File: src/rtl/nearest_smaller_index_stack_unit_macros.svh
// ----------------------------------------------------------------------------
// Assertion macros for the nearest smaller index stack unit
// Concurrent checks clocked on clk; NSIU_ASSERT checks are disabled while rst_n is low.
// ----------------------------------------------------------------------------
`ifndef NEAREST_SMALLER_INDEX_STACK_UNIT_MACROS_SVH
`define NEAREST_SMALLER_INDEX_STACK_UNIT_MACROS_SVH

`ifndef NO_ASSERTIONS
`define NSIU_ASSERT(lbl, prop, msg) \
  lbl: assert property (@(posedge clk) disable iff (!rst_n) prop) else $error(msg);
`define NSIU_ASSERT_ALWAYS(lbl, prop, msg) \
  lbl: assert property (@(posedge clk) prop) else $error(msg);
`else
`define NSIU_ASSERT(lbl, prop, msg)
`define NSIU_ASSERT_ALWAYS(lbl, prop, msg)
`endif

`endif

File: src/rtl/nsi_pkg.sv
// ----------------------------------------------------------------------------
// nsi_pkg
// Shared constants and types of the nearest smaller index stack unit.
// ----------------------------------------------------------------------------
`default_nettype none

package nsi_pkg;

  localparam int STACK_DEPTH_DEF = 1024;
  localparam int VALUE_WIDTH_DEF = 32;
  localparam int POS_W           = 10;
  localparam int NEAR_W          = 11;

  typedef struct packed {
    logic clear;
    logic pop;
    logic push;
  } cell_ctrl_t;

  typedef struct packed {
    logic             top_valid;
    logic             full;
    logic [POS_W-1:0] top_pos;
  } stack_status_t;

  typedef enum logic [1:0] {
    ST_IDLE = 2'b01,
    ST_SCAN = 2'b10
  } nsi_state_t;

endpackage

`default_nettype wire

File: src/rtl/nsi_in_if.sv
// ----------------------------------------------------------------------------
// nsi_in_if
// Input channel: one sample with its position and restart flag.
// ----------------------------------------------------------------------------
`default_nettype none

interface nsi_in_if #(
  parameter int VALUE_WIDTH = nsi_pkg::VALUE_WIDTH_DEF
);
  import nsi_pkg::*;

  logic                          valid;
  logic                          ready;
  logic signed [VALUE_WIDTH-1:0] sample_value;
  logic        [POS_W-1:0]       sample_position;
  logic                          restart;

  modport source (output valid, sample_value, sample_position, restart, input ready);
  modport sink   (input valid, sample_value, sample_position, restart, output ready);
endinterface

`default_nettype wire

File: src/rtl/nsi_out_if.sv
// ----------------------------------------------------------------------------
// nsi_out_if
// Result channel: nearest smaller position and overflow flag.
// ----------------------------------------------------------------------------
`default_nettype none

interface nsi_out_if;
  import nsi_pkg::*;

  logic              valid;
  logic              ready;
  logic [NEAR_W-1:0] nearest_position;
  logic              overflow;

  modport source (output valid, nearest_position, overflow, input ready);
  modport sink   (input valid, nearest_position, overflow, output ready);
endinterface

`default_nettype wire

File: src/rtl/nsi_ctrl.sv
// ----------------------------------------------------------------------------
// nsi_ctrl
// Sequencer: holds the current sample, pops while the top is not smaller,
// then registers the result and pushes the sample unless the stack is full.
// ----------------------------------------------------------------------------
`default_nettype none

`include "nearest_smaller_index_stack_unit_macros.svh"

module nsi_ctrl #(
  parameter int VALUE_WIDTH = nsi_pkg::VALUE_WIDTH_DEF
) (
  input  wire logic                      clk,
  input  wire logic                      rst_n,
  nsi_in_if.sink                         in_ch,
  nsi_out_if.source                      out_ch,
  input  wire nsi_pkg::stack_status_t    status,
  input  wire logic [VALUE_WIDTH-1:0]    top_value,
  output nsi_pkg::cell_ctrl_t            cell_ctrl,
  output logic [VALUE_WIDTH-1:0]         push_value,
  output logic [nsi_pkg::POS_W-1:0]      push_pos
);
  import nsi_pkg::*;

  nsi_state_t             state_r, state_nxt;
  logic [VALUE_WIDTH-1:0] key_r, key_nxt;
  logic [POS_W-1:0]       pos_r, pos_nxt;
  logic                   out_valid_r, out_valid_nxt;
  logic [NEAR_W-1:0]      near_r, near_nxt;
  logic                   ovf_r, ovf_nxt;

  logic pop_hit;
  logic out_free;
  logic finish;
  logic accept;

  assign pop_hit     = status.top_valid && ($signed(top_value) >= $signed(key_r));
  assign out_free    = !out_valid_r || out_ch.ready;
  assign finish      = (state_r == ST_SCAN) && !pop_hit && out_free;
  assign in_ch.ready = (state_r == ST_IDLE) || finish;
  assign accept      = in_ch.valid && in_ch.ready;

  always_comb begin
    cell_ctrl.clear = accept && in_ch.restart;
    cell_ctrl.pop   = (state_r == ST_SCAN) && pop_hit;
    cell_ctrl.push  = finish && !status.full;
  end

  always_comb begin
    state_nxt = state_r;
    unique case (state_r)
      ST_IDLE: begin
        if (accept) state_nxt = ST_SCAN;
      end
      ST_SCAN: begin
        if (finish && !accept) state_nxt = ST_IDLE;
      end
      default: state_nxt = ST_IDLE;
    endcase
  end

  always_comb begin
    key_nxt       = key_r;
    pos_nxt       = pos_r;
    out_valid_nxt = out_valid_r;
    near_nxt      = near_r;
    ovf_nxt       = ovf_r;
    if (accept) begin
      key_nxt = in_ch.sample_value;
      pos_nxt = in_ch.sample_position;
    end
    if (finish) begin
      out_valid_nxt = 1'b1;
      near_nxt      = status.top_valid ? ({1'b0, status.top_pos} + NEAR_W'(1)) : '0;
      ovf_nxt       = status.full;
    end else if (out_ch.ready) begin
      out_valid_nxt = 1'b0;
    end
  end

  always_ff @(posedge clk) begin
    if (!rst_n) begin
      state_r     <= ST_IDLE;
      out_valid_r <= 1'b0;
    end else begin
      state_r     <= state_nxt;
      out_valid_r <= out_valid_nxt;
    end
  end

  always_ff @(posedge clk) begin
    key_r  <= key_nxt;
    pos_r  <= pos_nxt;
    near_r <= near_nxt;
    ovf_r  <= ovf_nxt;
  end

  assign push_value              = key_r;
  assign push_pos                = pos_r;
  assign out_ch.valid            = out_valid_r;
  assign out_ch.nearest_position = near_r;
  assign out_ch.overflow         = ovf_r;

  `NSIU_ASSERT(a_pop_needs_entry, cell_ctrl.pop |-> status.top_valid, "pop on empty stack")
  `NSIU_ASSERT(a_no_push_full, cell_ctrl.push |-> !status.full, "push onto full stack")
  `NSIU_ASSERT(a_restart_empties, (accept && in_ch.restart) |=> !status.top_valid, "restart left entries")
  `NSIU_ASSERT(a_result_waits, (state_r == ST_SCAN && !pop_hit && !out_free) |=> (state_r == ST_SCAN), "result dropped while output busy")
  `NSIU_ASSERT_ALWAYS(a_reset_idle, !rst_n |=> (state_r == ST_IDLE && !out_valid_r), "reset did not idle sequencer")

endmodule

`default_nettype wire

File: src/flat_wrapper.sv
// flat-port wrapper written by rule: the top's interface ports become plain ports
module nsi_ctrl_flat import nsi_pkg::*;
#(
  parameter int VALUE_WIDTH = nsi_pkg::VALUE_WIDTH_DEF
)
  (clk, rst_n, status, top_value, cell_ctrl, push_value, push_pos, in_ch_valid, in_ch_sample_value, in_ch_sample_position, in_ch_restart, in_ch_ready, out_ch_valid, out_ch_nearest_position, out_ch_overflow, out_ch_ready);
  nsi_in_if #(.VALUE_WIDTH(VALUE_WIDTH)) in_ch_i ();
  nsi_out_if out_ch_i ();
  input  wire logic clk;
  input  wire logic rst_n;
  input  wire nsi_pkg::stack_status_t status;
  input  wire logic [VALUE_WIDTH-1:0] top_value;
  output nsi_pkg::cell_ctrl_t cell_ctrl;
  output logic [VALUE_WIDTH-1:0] push_value;
  output logic [nsi_pkg::POS_W-1:0] push_pos;
  input wire logic [$bits(in_ch_i.valid)-1:0] in_ch_valid;
  input wire logic [$bits(in_ch_i.sample_value)-1:0] in_ch_sample_value;
  input wire logic [$bits(in_ch_i.sample_position)-1:0] in_ch_sample_position;
  input wire logic [$bits(in_ch_i.restart)-1:0] in_ch_restart;
  output wire logic [$bits(in_ch_i.ready)-1:0] in_ch_ready;
  output wire logic [$bits(out_ch_i.valid)-1:0] out_ch_valid;
  output wire logic [$bits(out_ch_i.nearest_position)-1:0] out_ch_nearest_position;
  output wire logic [$bits(out_ch_i.overflow)-1:0] out_ch_overflow;
  input wire logic [$bits(out_ch_i.ready)-1:0] out_ch_ready;
  assign in_ch_i.valid = in_ch_valid;
  assign in_ch_i.sample_value = in_ch_sample_value;
  assign in_ch_i.sample_position = in_ch_sample_position;
  assign in_ch_i.restart = in_ch_restart;
  assign in_ch_ready = in_ch_i.ready;
  assign out_ch_valid = out_ch_i.valid;
  assign out_ch_nearest_position = out_ch_i.nearest_position;
  assign out_ch_overflow = out_ch_i.overflow;
  assign out_ch_i.ready = out_ch_ready;
  nsi_ctrl #(.VALUE_WIDTH(VALUE_WIDTH)) u_core (.clk(clk), .rst_n(rst_n), .in_ch(in_ch_i), .out_ch(out_ch_i), .status(status), .top_value(top_value), .cell_ctrl(cell_ctrl), .push_value(push_value), .push_pos(push_pos));
endmodule
File: config.mk
export PLATFORM = sky130hd
export DESIGN_NAME = nsi_ctrl_flat
export DESIGN_NICKNAME = d
export VERILOG_FILES = /design/src/rtl/nsi_pkg.sv /design/src/rtl/nsi_in_if.sv /design/src/rtl/nsi_out_if.sv /design/src/rtl/nsi_ctrl.sv /design/src/flat_wrapper.sv
export VERILOG_INCLUDE_DIRS = /design/src /design/src/rtl
export SDC_FILE = /design/constraint.sdc
export NUM_CORES = 1
export LEC_CHECK = 0
export ABC_CLOCK_PERIOD_IN_PS = 6600
export BUFFER_PORTS_ARGS = -buffer_cell sky130_fd_sc_hd__buf_4
export CORE_ASPECT_RATIO = 2
export CORE_MARGIN = 5
export CORE_UTILIZATION = 45
export DETAILED_ROUTE_END_ITERATION = 12
export GPL_TIMING_DRIVEN = 1
export HOLD_SLACK_MARGIN = 0.1
export PLACE_DENSITY = 0.8
export SETUP_SLACK_MARGIN = 0.2
export SLEW_MARGIN = 20
export SYNTH_ARGS = -nofsm -noshare
export SYNTH_HDL_FRONTEND = slang
export SYNTH_SLANG_ARGS = --single-unit
File: constraint.sdc
create_clock -name clk -period 6.6 [get_ports clk]
set_input_delay 0.33 -clock clk [delete_from_list [all_inputs] [get_ports clk]]
set_output_delay 0.33 -clock clk [all_outputs]
set_load 0.1 [all_outputs]
==> impl_metrics.toml <==
[pwr]
p_leak_nw = 2.03
ir_drop_mv = 0.262
switchingPower_w = 0.000378
p_sw_share_pct = 31.4
seq_power_share_pct = 36.0
power_density_nw_per_um2 = 275
p_comb_share_pct = 26.2
p_int_w = 0.000828
power_frac_clock_pct = 37.8

[logic_synthesis]
synth.avg_cell_area_um2 = 12.5
synth.yosys.seq_area_share_pct = 59.2
yosys.area_share.simple_pct = 12.2
ys_seq_elements = 57
synth_top_area_share_pct = 57.1
yosysUniqueCellTypes = 31
yosys.cell_count.top_type = "edfxtp_1"
synthXorXnorAreaFrac_pct = 2.47
synth_area_um2 = 2840
synth_top_area_cell = "edfxtp_1"
ys_warn_count = 0
synthTopCellsByCount = "54 x edfxtp_1, 33 x ha_1, 32 x inv_1"
synth_fp_nets = 352
synth_adder_area_share_pct = 14.5
synth_edf_count = 54
synth_top_family_by_area = "adder cells"
ys.flop_type = "edfxtp_1"
synth_compound_area_share_pct = 7.27
ys_top_cells_by_area = "edfxtp_1 57%, ha_1 15%, inv_1 4.2%"
syn_inst = 228
muxShareOfSynthArea_pct = 0
async_flop_share_pct = 0

[cts]
clk_latency_ns = 0.32
htree_levels = 3
cts_made_buffers = 9
clock_sinks = 57
cts_hold_buf = 0
clk_pin_slew_ns = 0.05
cts_setup_buffers = 0
cts_resized = 0
cts_tree = "yes"
cts_max_path_buffers = 2
cts_root_buffer = "clkbuf_16"

[timing]
setup_ws_ns = 3.35
timing.hold.ws_ns = 0.183
finalCriticalPeriod_ns = 3.25
timing.final.crit_share_pct = 49.2
worstMarginPinSlew_ns = 0.921
max_slew_margin_pct = 38.4
rsz0062_at_grt = "false"
fin_worst_skew_ns = 0.00842
final-hold-violation-count = 0
final.setup.tns_ns = 0
slew_viol_final = 0
max_freq_mhz = 308
finalSetupViolations = 0

[critical_path]
critPathSlowestCell = "buf_4"
cp_top_family = "compound AO/OA/AOI/OAI gates"
arrival_ns = 3.21
cp-end-kind = "flip-flop"
critical_path.endpoint = "u_core.push_pos[3]"
reg2reg_to = "u_core.push_pos[3]"
r2r_slack_ns = 3.35
cp.buffers_inverters = 2
ff2ff_path_depth = 9
path_cells = "inv_1 > ha_1 > nand4_1 > nor2_1 > a221o_1 > o31a_1 > o311a_4 > o21ai_4 > buf_4"
max_stage_delay_ns = 0.47
reg2reg_from = "u_core.push_value[14]"
path_class = "flip-flop to flip-flop"
cp-start-kind = "flip-flop"
crit_fanout = 32
path_depth = 9
startpoint = "u_core.push_value[14]"
required_ns = 6.57

[drt]
drt_iter0_drc = 77
drt_first_pass_iters = 4
routed_wl_um = 7490
vias_per_cell = 4.91
drc = 0
wl_per_cell_um = 15.6
vias = 2353
postRouteAntennaNets = 0

[final_layout]
syn_to_final_growth_pct = 54.2
utilization_pct = 70.0
diodes = 0
design_area_um2 = 4380
fillers = 519
finalNetCount = 512
multi_input_area_um2 = 1050
drive_above_1_share_pct = 42.5
regArea_um2 = 1680

[floorplanning]
core_area_um2 = 6260
start_util_pct = 45.4
die_w_um = 66.2
num_rows = 41
io_pins = 150
dieHeight_um = 122
die-area_um2 = 8100

[place]
place_congestion = 0.740
port-buffer-count = 149
preCtsSetupSlack_ns = 3.31
dp_hpwl_um = 6230
place_area_um2 = 4080

[min_path]
hp-class = "input pin to flip-flop"

[grt]
grt_pass1_wl_um = 11200
antenna_found_initial = 0
grt.total_usage_pct = 18.9
grt_pass1_vias = 2443
grt_max_degree = 33
gr-total-overflow = 0

[outcome]
status = "completed"

[flow_run]
maxCapViolations = 0
worst min path at each step:
| stage | start | endpoint | slack [ns] | cells after the start |
|---|---|---|---|---|
| 4_1_cts | in_ch_sample_value[25] | u_core.push_value[25] | 0.17 | 1 |
| 3_5_place_dp | in_ch_sample_value[6] | u_core.push_value[6] | 0.51 | 1 |
| 5_1_grt | in_ch_sample_value[25] | u_core.push_value[25] | 0.17 | 1 |
| 6_report | in_ch_sample_value[25] | u_core.push_value[25] | 0.18 | 1 |
| 3_3_place_gp | in_ch_sample_value[6] | u_core.push_value[6] | 0.51 | 1 |
| 2_1_floorplan | status[10] | u_core.out_ch.overflow | 0.43 | 0 |
metal layers:
layer | share of wire (%) | track usage (%)
met5 | 0 | 0
met3 | 6.8 | 5.77
met1 | 31 | 16.7
met4 | 2.3 | 9.03
met2 | 60 | 36.7
flip-flops by register name, indices dropped and copies added (netlist names):
| name | count |
|---|---|
| u_core.push_pos | 10 |
| u_core.push_value | 32 |
| u_core.out_ch.valid | 1 |
| u_core.out_ch.nearest_position | 11 |
| u_core.out_ch.overflow | 1 |
| u_core.state_r | 2 |
layout make-up:
class / count / share of cell area, %
Clock buffer: 13 / 5.94
Clock inverter: 3 / 0.914
Inverter: 32 / 2.74
Multi-Input combinational cell: 138 / 23.9
Sequential cell: 57 / 38.4
Tap cell: 86 / 2.46
Timing Repair Buffer: 150 / 25.7
through the flow:
| stage | std cells | power, W |
|---|---|---|
| finish | 479 | 0.00121 |
| global route | 479 | 0.00125 |
| CTS | 479 | 0.00122 |
| detailed placement | 463 | 0.000758 |
| global placement | 463 | 0.000751 |
| floorplan | 228 | 0.000661 |
layout by cell type (no fill, tap or decap), types with 2 or more instances in the layout:
master	n
nor2b_1	6
o21ai_0	7
buf_4	150
dfxtp_1	3
and2_1	8
clkbuf_16	9
nand2_1	13
xnor2_1	7
and3_1	3
nand2b_1	2
nor4_1	2
nor2_1	5
ha_1	33
clkinv_2	2
edfxtp_1	54
a21oi_1	14
nand4_1	10
inv_1	32
clkbuf_1	2
clkbuf_8	2
nand3_1	13
kinds of logic after synthesis:
logic type	after synthesis
and+or+nand+nor	65
DFF	57
buffers and inverters	33
adders and majority gates	33
AOI/OAI and AO/OA	32
xor gates and xnor gates	8
power groups by stage:
stage	Clock, W	Sequential [W]	Combinational [W]
floorplan	0	0.000587	0.0000736
global placement	0	0.000440	0.000311
detailed placement	0	0.000441	0.000317
CTS	0.000465	0.000434	0.000319
global route	0.000480	0.000437	0.000333
finish	0.000456	0.000434	0.000315
worst reg2reg max path, delay by kind of cell, from the launching register on:
family | cells | cell delay [ns]
buf+inv | 2 | 0.55
fa+ha+maj | 1 | 0.25
simple gates | 2 | 0.24
flops | 1 | 0.40
compound gates | 4 | 1.45
Power figures use the tool's default switching activity.
