`config.mk`:
```
export PLATFORM = sky130hd
export DESIGN_NAME = nsi_cell
export DESIGN_NICKNAME = d
export VERILOG_FILES = /design/src/rtl/nearest_smaller_index_stack_unit_macros.svh /design/src/rtl/nsi_pkg.sv /design/src/rtl/nsi_cell.sv
export SDC_FILE = /design/constraint.sdc
export NUM_CORES = 1
export LEC_CHECK = 0
export ABC_AREA = 1
export BUFFER_PORTS_ARGS = -buffer_cell sky130_fd_sc_hd__buf_2
export CAP_MARGIN = 0
export CORE_MARGIN = 2
export CORE_UTILIZATION = 26
export CTS_CLUSTER_DIAMETER = 120
export DETAILED_ROUTE_END_ITERATION = 12
export MAX_ROUTING_LAYER = met4
export PLACE_DENSITY = 0.59
export SKIP_CTS_REPAIR_TIMING = 1
export SKIP_LAST_GASP = 1
export SYNTH_ARGS = -nofsm -noshare
export SYNTH_HDL_FRONTEND = slang
export SYNTH_SLANG_ARGS = --single-unit
export TNS_END_PERCENT = 50
```
`constraint.sdc`:
```
create_clock -name clk -period 6.7 [get_ports clk]
set_input_delay 0.335 -clock clk [delete_from_list [all_inputs] [get_ports clk]]
set_output_delay 0.335 -clock clk [all_outputs]
set_load 0.01 [all_outputs]
```
`src/rtl/nearest_smaller_index_stack_unit_macros.svh`:
```
// ----------------------------------------------------------------------------
// Assertion macros for the nearest smaller index stack unit
// Concurrent checks clocked on clk; NSIU_ASSERT checks are disabled while rst_n is low.
// ----------------------------------------------------------------------------
`ifndef NEAREST_SMALLER_INDEX_STACK_UNIT_MACROS_SVH
`define NEAREST_SMALLER_INDEX_STACK_UNIT_MACROS_SVH

`ifndef NO_ASSERTIONS
`define NSIU_ASSERT(lbl, prop, msg) \
  lbl: assert property (@(posedge clk) disable iff (!rst_n) prop) else $error(msg);
`define NSIU_ASSERT_ALWAYS(lbl, prop, msg) \
  lbl: assert property (@(posedge clk) prop) else $error(msg);
`else
`define NSIU_ASSERT(lbl, prop, msg)
`define NSIU_ASSERT_ALWAYS(lbl, prop, msg)
`endif

`endif

```
`src/rtl/nsi_pkg.sv`:
```
// ----------------------------------------------------------------------------
// nsi_pkg
// Shared constants and types of the nearest smaller index stack unit.
// ----------------------------------------------------------------------------
`default_nettype none

package nsi_pkg;

  localparam int STACK_DEPTH_DEF = 1024;
  localparam int VALUE_WIDTH_DEF = 32;
  localparam int POS_W           = 10;
  localparam int NEAR_W          = 11;

  typedef struct packed {
    logic clear;
    logic pop;
    logic push;
  } cell_ctrl_t;

  typedef struct packed {
    logic             top_valid;
    logic             full;
    logic [POS_W-1:0] top_pos;
  } stack_status_t;

  typedef enum logic [1:0] {
    ST_IDLE = 2'b01,
    ST_SCAN = 2'b10
  } nsi_state_t;

endpackage

`default_nettype wire

```
`src/rtl/nsi_cell.sv`:
```
// ----------------------------------------------------------------------------
// nsi_cell
// One stack entry. Empties on a clear, takes the entry below on a pop, the entry above on a push.
// ----------------------------------------------------------------------------
`default_nettype none

module nsi_cell #(
  parameter int VALUE_WIDTH = nsi_pkg::VALUE_WIDTH_DEF
) (
  input  wire logic                     clk,
  input  wire logic                     rst_n,
  input  wire nsi_pkg::cell_ctrl_t      ctrl,
  input  wire logic                     above_valid,
  input  wire logic [VALUE_WIDTH-1:0]   above_value,
  input  wire logic [nsi_pkg::POS_W-1:0] above_pos,
  input  wire logic                     below_valid,
  input  wire logic [VALUE_WIDTH-1:0]   below_value,
  input  wire logic [nsi_pkg::POS_W-1:0] below_pos,
  output logic                          ent_valid,
  output logic [VALUE_WIDTH-1:0]        ent_value,
  output logic [nsi_pkg::POS_W-1:0]     ent_pos
);
  import nsi_pkg::*;

  logic                   valid_r, valid_nxt;
  logic [VALUE_WIDTH-1:0] value_r, value_nxt;
  logic [POS_W-1:0]       pos_r, pos_nxt;

  always_comb begin
    valid_nxt = valid_r;
    value_nxt = value_r;
    pos_nxt   = pos_r;
    if (ctrl.clear) begin
      valid_nxt = 1'b0;
    end else if (ctrl.pop) begin
      valid_nxt = below_valid;
      value_nxt = below_value;
      pos_nxt   = below_pos;
    end else if (ctrl.push) begin
      valid_nxt = above_valid;
      value_nxt = above_value;
      pos_nxt   = above_pos;
    end
  end

  always_ff @(posedge clk) begin
    if (!rst_n) begin
      valid_r <= 1'b0;
    end else begin
      valid_r <= valid_nxt;
    end
  end

  always_ff @(posedge clk) begin
    value_r <= value_nxt;
    pos_r   <= pos_nxt;
  end

  assign ent_valid = valid_r;
  assign ent_value = value_r;
  assign ent_pos   = pos_r;

endmodule

`default_nettype wire

```
==> results_dict.tcl, run 1 <==
set metrics [dict create \
    outcome "completed" \
    grt_max_degree 46 \
    grt_first_pass_wirelength_mm 6.906 \
    r2r_slack_ps 6070 \
    cts-htree-levels 2 \
    period_share 0.2933 \
    area_growth_syn_to_layout_pct 40.39 \
    critPathMaxFanout 45 \
    p_leak_uw 0.001398 \
    fmax_mhz 508.9 \
    finalMaxSlewViolations 0 \
    clkLatencyLatePin_ps 280 \
    nets 417 \
    dieWidth_um 90.51 \
    dieArea_um2 8191 \
    drcViolationCount 0 \
    syn_area_um2 1946 \
    yosys.area.top_type "edfxtp_1" \
    syn-instance-count 194 \
    cts_inserted_buffers 5 \
    yosys-top-cells-area "edfxtp_1 65%, nand2_1 24%, nand2_2 3.2%" \
    power.total_uw 583.1 \
    cts_tree "yes" \
    finalClockSkew_ps 0 \
    dr.first_iter.drc_count 39 \
    synth.most_common_cell "nand2_1" \
    hold_slack_ps 312.0 \
    drive_above_1_share 0.4618 \
    hpwl_mm 3.177 \
    synth_fp_nets 285 \
    placed_cells 418 \
    syn_avg_cell_area_um2 10.03 \
    cp.arrival_ps 1870 \
    fillerInstances 760 \
    chipHeight_um 90.51 \
    cts_root_buffer "clkbuf_8" \
    critical_path_class "in -> reg" \
    grt_usage 0.1070 \
    numClockSinks 43 \
    dr.pass1.iters 4 \
    vias 1684 \
    synth_top_area_share 0.6482 \
    drv_cap 0 \
    async_reset_ff_frac 0 \
    ys.flop_type "edfxtp_1" \
    placementRows 31 \
    routed_wl_mm 4.246 \
    ys_ff_latch 43 \
    final_hold_viol_count 0 \
    grt-ovfl-total 0 \
    first_global_vias 1620 \
    postRouteAntennaNets 0 \
    stdcell_count 426 \
    synth_cell_types 10 \
    synth_edf_count 42 \
    cts_buffer_depth 2 \
    gp_congestion 0.6896 \
    postLayoutCellArea_um2 2731 \
    tightest_slew_ps 1114 \
    hold_class "in -> reg" \
    start_util 0.2682 \
    io_buffers 133 \
    diodes 0 \
    antenna_found_initial 0 \
    vdd_drop_max_v 0.00007744 \
    pin_count 134 \
    critPathCaptureType "register" \
    period_minus_slack_ps 1965 \
    ys_top_cells_by_count "122 x nand2_1, 42 x edfxtp_1, 10 x nand2_2, 5 x buf_6, 5 x nor2_1" \
    viasPerCell 3.953 \
    synth_seq_area_share 0.6585 \
    setup_viol 0 \
    critPathLaunchType "input pin" \
    setup-tns-final_ps 0 \
    rsz0062_at_grt "false" \
    powerDensity_nw_per_um2 213.5 \
    slew_headroom 0.2557 \
    core_um2 7253 \
    wl_per_cell_um 9.967 \
    yosys_warnings 0 \
    cp.required_ps 6600 \
    cts.clk_slew.worst_paths_ps 80 \
    place_area_um2 2651 \
]
flip-flops by register name, indices dropped and copies added, names as in the netlist:
signal	flops
ent_pos	10
ent_value	32
ent_valid	1
per-stage QoR:
step           worst slack (ps)    util
2_1_floorplan              3952       -
3_3_place_gp               4421  0.3655
3_5_place_dp               4374  0.3655
4_1_cts                    4684  0.3766
5_1_grt                    4564  0.3766
6_report                   4735  0.3766
worst paths after layout:
check,startpoint,to,cells past startpoint
hold reg to reg,ent_valid,ent_valid,4
setup / recovery,ctrl[1],ent_value[5],4
hold / removal,above_value[10],ent_value[10],3
setup reg to reg,ent_valid,ent_valid,4
where the power goes:
group	internal (µW)	switching, µW	total (µW)
sequential	326	5.82	331
clock	71.1	79.9	151
combinational	45.1	55.7	101
cells in the final DEF, fill, tap and decap left out:
cell      instances
buf_4             1
edfxtp_1         42
nor2_1            4
inv_1             4
inv_8             1
nor2_4            1
nand2_1         122
clkinv_1          2
buf_2           133
dfxtp_1           1
clkbuf_1          1
clkbuf_8          5
nand2_2          10
routing by layer:
metal | routed length, µm | track usage
met2 | 2076 | 0.1835
met3 | 388 | 0.04257
met5 | 0 | -
met4 | 33 | 0.03077
met1 | 1748 | 0.1142
layout make-up:
cell class	count	area [µm²]	share of cell area
clock buffer	6	72.57	0.02657
clock inverter	2	7.507	0.002749
inverter	5	26.28	0.009620
multi-input combinational	137	546.8	0.2002
sequential	43	1281	0.4691
tap	99	123.9	0.04535
timing repair buffer	134	673.1	0.2464
worst max-delay path, cell delays in order:
cell and delay [ps]:
buf_2 70, buf_4 390, nor2_1 170, nor2_4 870
logic make-up after synthesis:
kind of cell  count (synthesis)  synth area share
buf+inv                      14           0.06430
flops                        43            0.6585
simple gates                137            0.2772
Note: power is estimated with default switching activity, not from simulation.
==> inputs of run 2 (changes only) <==
clock period = 1.9 ns   (was 6.7 ns; I/O delays follow)
==> results_dict.tcl, run 2 (synthesis results as in run 1) <==
set metrics [dict create \
    outcome "completed" \
    vdd_drop_max_v 0.0002397 \
    p_leak_uw 0.001400 \
    cp.arrival_ps 1160 \
    area_growth_syn_to_layout_pct 40.45 \
    setup-tns-final_ps 0 \
    critPathLaunchType "input pin" \
    hold_class "in -> reg" \
    final_common_cell "buf_2" \
    cts_inserted_buffers 5 \
    pwr-share-seq 0.565 \
    diodes 0 \
    utilization 0.3767 \
    grt_usage 0.1120 \
    clkLatencyLatePin_ps 280 \
    nets 417 \
    postRouteAntennaNets 0 \
    slew_headroom 0.2391 \
    regArea_um2 1281 \
    start_util 0.2682 \
    drcViolationCount 0 \
    final_hold_viol_count 0 \
    placementRows 31 \
    viasPerCell 3.965 \
    power.share.clock 0.263 \
    cts_tree "yes" \
    period_minus_slack_ps 1253 \
    pin_count 134 \
    cp.required_ps 1810 \
    core_um2 7253 \
    critPathMaxFanout 42 \
    period_share 0.6597 \
    chipHeight_um 90.51 \
    p_comb_frac 0.173 \
    tightest_slew_ps 1139 \
    critical_path_class "in -> reg" \
    routed_wl_mm 4.422 \
    grt_max_degree 45 \
    dr.pass1.iters 4 \
    startpoint "ctrl[1]" \
    drv_cap 0 \
    cts_buffer_depth 2 \
    io_buffers 133 \
    finalMaxSlewViolations 0 \
    largest_reg_flops 32 \
    drive_above_1_share 0.4648 \
    worst_r2r_endpoint "ent_valid" \
    fmax_mhz 797.8 \
    cts.clk_slew.worst_paths_ps 80 \
    endpoint "ent_pos[9]" \
    powerDensity_nw_per_um2 757.4 \
    swShare 0.2440 \
    antenna_found_initial 0 \
    p_int_uw 1565 \
    vias 1689 \
    finalClockSkew_ps 0 \
    r2r_cells 4 \
    dieArea_um2 8191 \
    wl_per_cell_um 10.38 \
    regToRegStartpoint "ent_valid" \
    grt_first_pass_wirelength_mm 7.217 \
    switchingPower_uw 504.9 \
    gp_congestion 0.6668 \
    first_global_vias 1683 \
    r2r_slack_ps 1290 \
    rsz0062_at_grt "false" \
    dr.first_iter.drc_count 49 \
    hpwl_mm 3.254 \
    cts-htree-levels 2 \
    dieWidth_um 90.51 \
    numClockSinks 43 \
    fillerInstances 753 \
    multi_input_area_um2 546.8 \
    setup_viol 0 \
    grt-ovfl-total 0 \
    cts_root_buffer "clkbuf_8" \
    critPathCaptureType "register" \
    final_cell_mix "133 x buf_2, 122 x nand2_1, 42 x edfxtp_1" \
]
[run 2: final cells by class]
class,count,share of cell area
Multi-Input combinational cell,137,0.2001
Clock inverter,1,0.001832
Timing Repair Buffer,134,0.2463
Clock buffer,7,0.02793
Inverter,5,0.009615
Tap cell,99,0.04533
Sequential cell,43,0.4689
[run 2: how the worst min path moves through the flow]
stage,cells past startpoint,to,slack (ps),from
2_1_floorplan,3,ent_valid,250,ctrl[2]
3_3_place_gp,3,ent_value[21],360,above_value[21]
3_5_place_dp,3,ent_value[14],360,above_value[14]
4_1_cts,3,ent_value[31],60,above_value[31]
5_1_grt,3,ent_value[0],60,above_value[0]
6_report,3,ent_value[30],70,above_value[30]
[run 2: power by group through the flow]
| stage | Combinational (µW) | Clock, µW | Sequential, µW |
|---|---|---|---|
| after floorplan | 128 | 0 | 1240 |
| after global placement | 359 | 0 | 1190 |
| after detailed placement | 365 | 0 | 1190 |
| after CTS | 366 | 572 | 1170 |
| after global routing | 403 | 609 | 1180 |
| final | 357 | 544 | 1170 |
[run 2: critical path: stages]
cell	delay [ps]
buf_2	110
nor2_1	80
nor2_4	840
[run 2: per-stage QoR]
step                instance area, µm²  total power [µW]  std cells  setup slack (ps)  hold slack [ps]
CTS                               2733              2109        426             607.2            57.25
finish                            2733              2070        426             646.5            70.59
floorplan                         1948              1370        194             102.9            249.5
global placement                  2651              1548        418             343.3            361.1
detailed placement                2651              1557        418             285.7            364.4
global route                      2733              2190        426             530.2            60.19
[run 2: layer usage]
metal / track usage / vias up / share of wire
met5: - / - / 0
met1: 0.1231 / 732 / 0.40
li1: - / 874 / -
met2: 0.1884 / 81 / 0.49
met3: 0.04508 / 2 / 0.10
met4: 0.03077 / 0 / 0.0027
==> inputs of run 3 (changes only) <==
clock period = 1.3 ns   (was 1.9 ns; I/O delays follow)
==> results_dict.tcl, run 3 (synthesis results as in run 1) <==
set metrics [dict create \
    postRouteAntennaNets 0 \
    start_util 0.2682 \
    cts.clk_slew.worst_paths_ps 80 \
    p_leak_uw 0.001428 \
    nets 419 \
    period_minus_slack_ps 905.2 \
    cts_buffer_depth 2 \
    path_cells "buf_2" \
    tightest_slew_ps 476.7 \
    drv_cap 0 \
    drcViolationCount 0 \
    cp_top_family "flip-flops" \
    cts_root_buffer "clkbuf_8" \
    dr.pass1.iters 4 \
    chipHeight_um 90.51 \
    viasPerCell 3.949 \
    finalClockSkew_ps 0 \
    grt_max_degree 45 \
    setup-tns-final_ps 0 \
    dr.first_iter.drc_count 62 \
    slowest_delay_ps 400 \
    cts_tree "yes" \
    cts_inserted_buffers 5 \
    crit_slowest_cell "edfxtp_1" \
    vias 1690 \
    cp.required_ps 1240 \
    utilization 0.3845 \
    wl_per_cell_um 10.63 \
    placementRows 31 \
    grt-ovfl-total 0 \
    path_buf_inv 1 \
    first_global_vias 1554 \
    hold_class "in -> reg" \
    hp-start "above_value[21]" \
    period_share 0.6963 \
    largest_reg_flops 32 \
    regToRegStartpoint "ent_valid" \
    grt_first_pass_wirelength_mm 6.941 \
    hpwl_mm 3.425 \
    critical_path_class "reg -> out" \
    antenna_found_initial 0 \
    pin_count 134 \
    cts-htree-levels 2 \
    clkLatencyLatePin_ps 290 \
    dieArea_um2 8191 \
    rsz0062_at_grt "false" \
    final_hold_viol_count 0 \
    area_growth_syn_to_layout_pct 43.34 \
    routed_wl_mm 4.549 \
    grt_usage 0.1107 \
    final_common_cell "buf_2" \
    dieWidth_um 90.51 \
    fillerInstances 750 \
    finalMaxSlewViolations 0 \
    hold_slack_ps 33.89 \
    fmax_mhz 1105 \
    vdd_drop_max_v 0.0005597 \
    diodes 0 \
    startpoint "ent_value[14]" \
    numClockSinks 43 \
    final_cell_mix "133 x buf_2, 122 x nand2_1, 42 x edfxtp_1" \
    gp_congestion 0.7229 \
    power.total_uw 3252 \
    cp.arrival_ps 840 \
    slew_headroom 0.6822 \
    critPathCaptureType "primary output" \
    critPathLaunchType "register" \
    powerDensity_nw_per_um2 1166 \
    setup_viol 0 \
    place_area_um2 2681 \
    drive_above_1_share 0.4742 \
    postLayoutCellArea_um2 2789 \
    outcome "completed" \
    io_buffers 133 \
    core_um2 7253 \
    critPathMaxFanout 1 \
]
run 3: cell count changes in the layout (fill, tap and decap cells not counted):
cell       delta
buf_4         +1
clkbuf_1      -2
clkinv_1      +1
nor2_1        -1
bufinv_16     +1
buf_12        +1
nor2_2        +1
run 3: area by class of cell:
class | instances | area [µm²] | share of cell area
Tap cell | 99 | 123.9 | 0.04441
Timing Repair Buffer | 136 | 700.7 | 0.2512
Clock inverter | 3 | 38.79 | 0.01391
Sequential cell | 43 | 1281 | 0.4594
Multi-Input combinational cell | 137 | 549.3 | 0.1969
Clock buffer | 5 | 68.82 | 0.02467
Inverter | 5 | 26.28 | 0.009421
run 3: layer usage:
layer | GRT usage | wire, µm
met5 | - | 0
met4 | 0.04231 | 61
met3 | 0.03005 | 364
met2 | 0.1884 | 2245
met1 | 0.1241 | 1878
run 3: path summary, 6_finish.rpt:
check,endpoint,slack (ps),depth (start not counted)
worst max-delay path,ent_value[14],390,1
worst min-delay path,ent_value[21],30,3
worst max register to register,ent_valid,660,4
worst min register to register,ent_valid,550,4
run 3: report_power, final:
part | leakage, µW | internal, µW | switching (µW) | total, µW
Clock | 0.0000556 | 563 | 448 | 1010
Sequential | 0.000406 | 1680 | 30.3 | 1710
Combinational | 0.000966 | 243 | 293 | 536
Total | 0.00143 | 2480 | 771 | 3250
run 3: metrics by stage:
stage               worst slack [ps]  std cells
floorplan                      9.220        194
global placement               71.05        420
detailed placement             57.34        420
CTS                            375.7        428
global route                   268.8        428
finish                         394.8        428
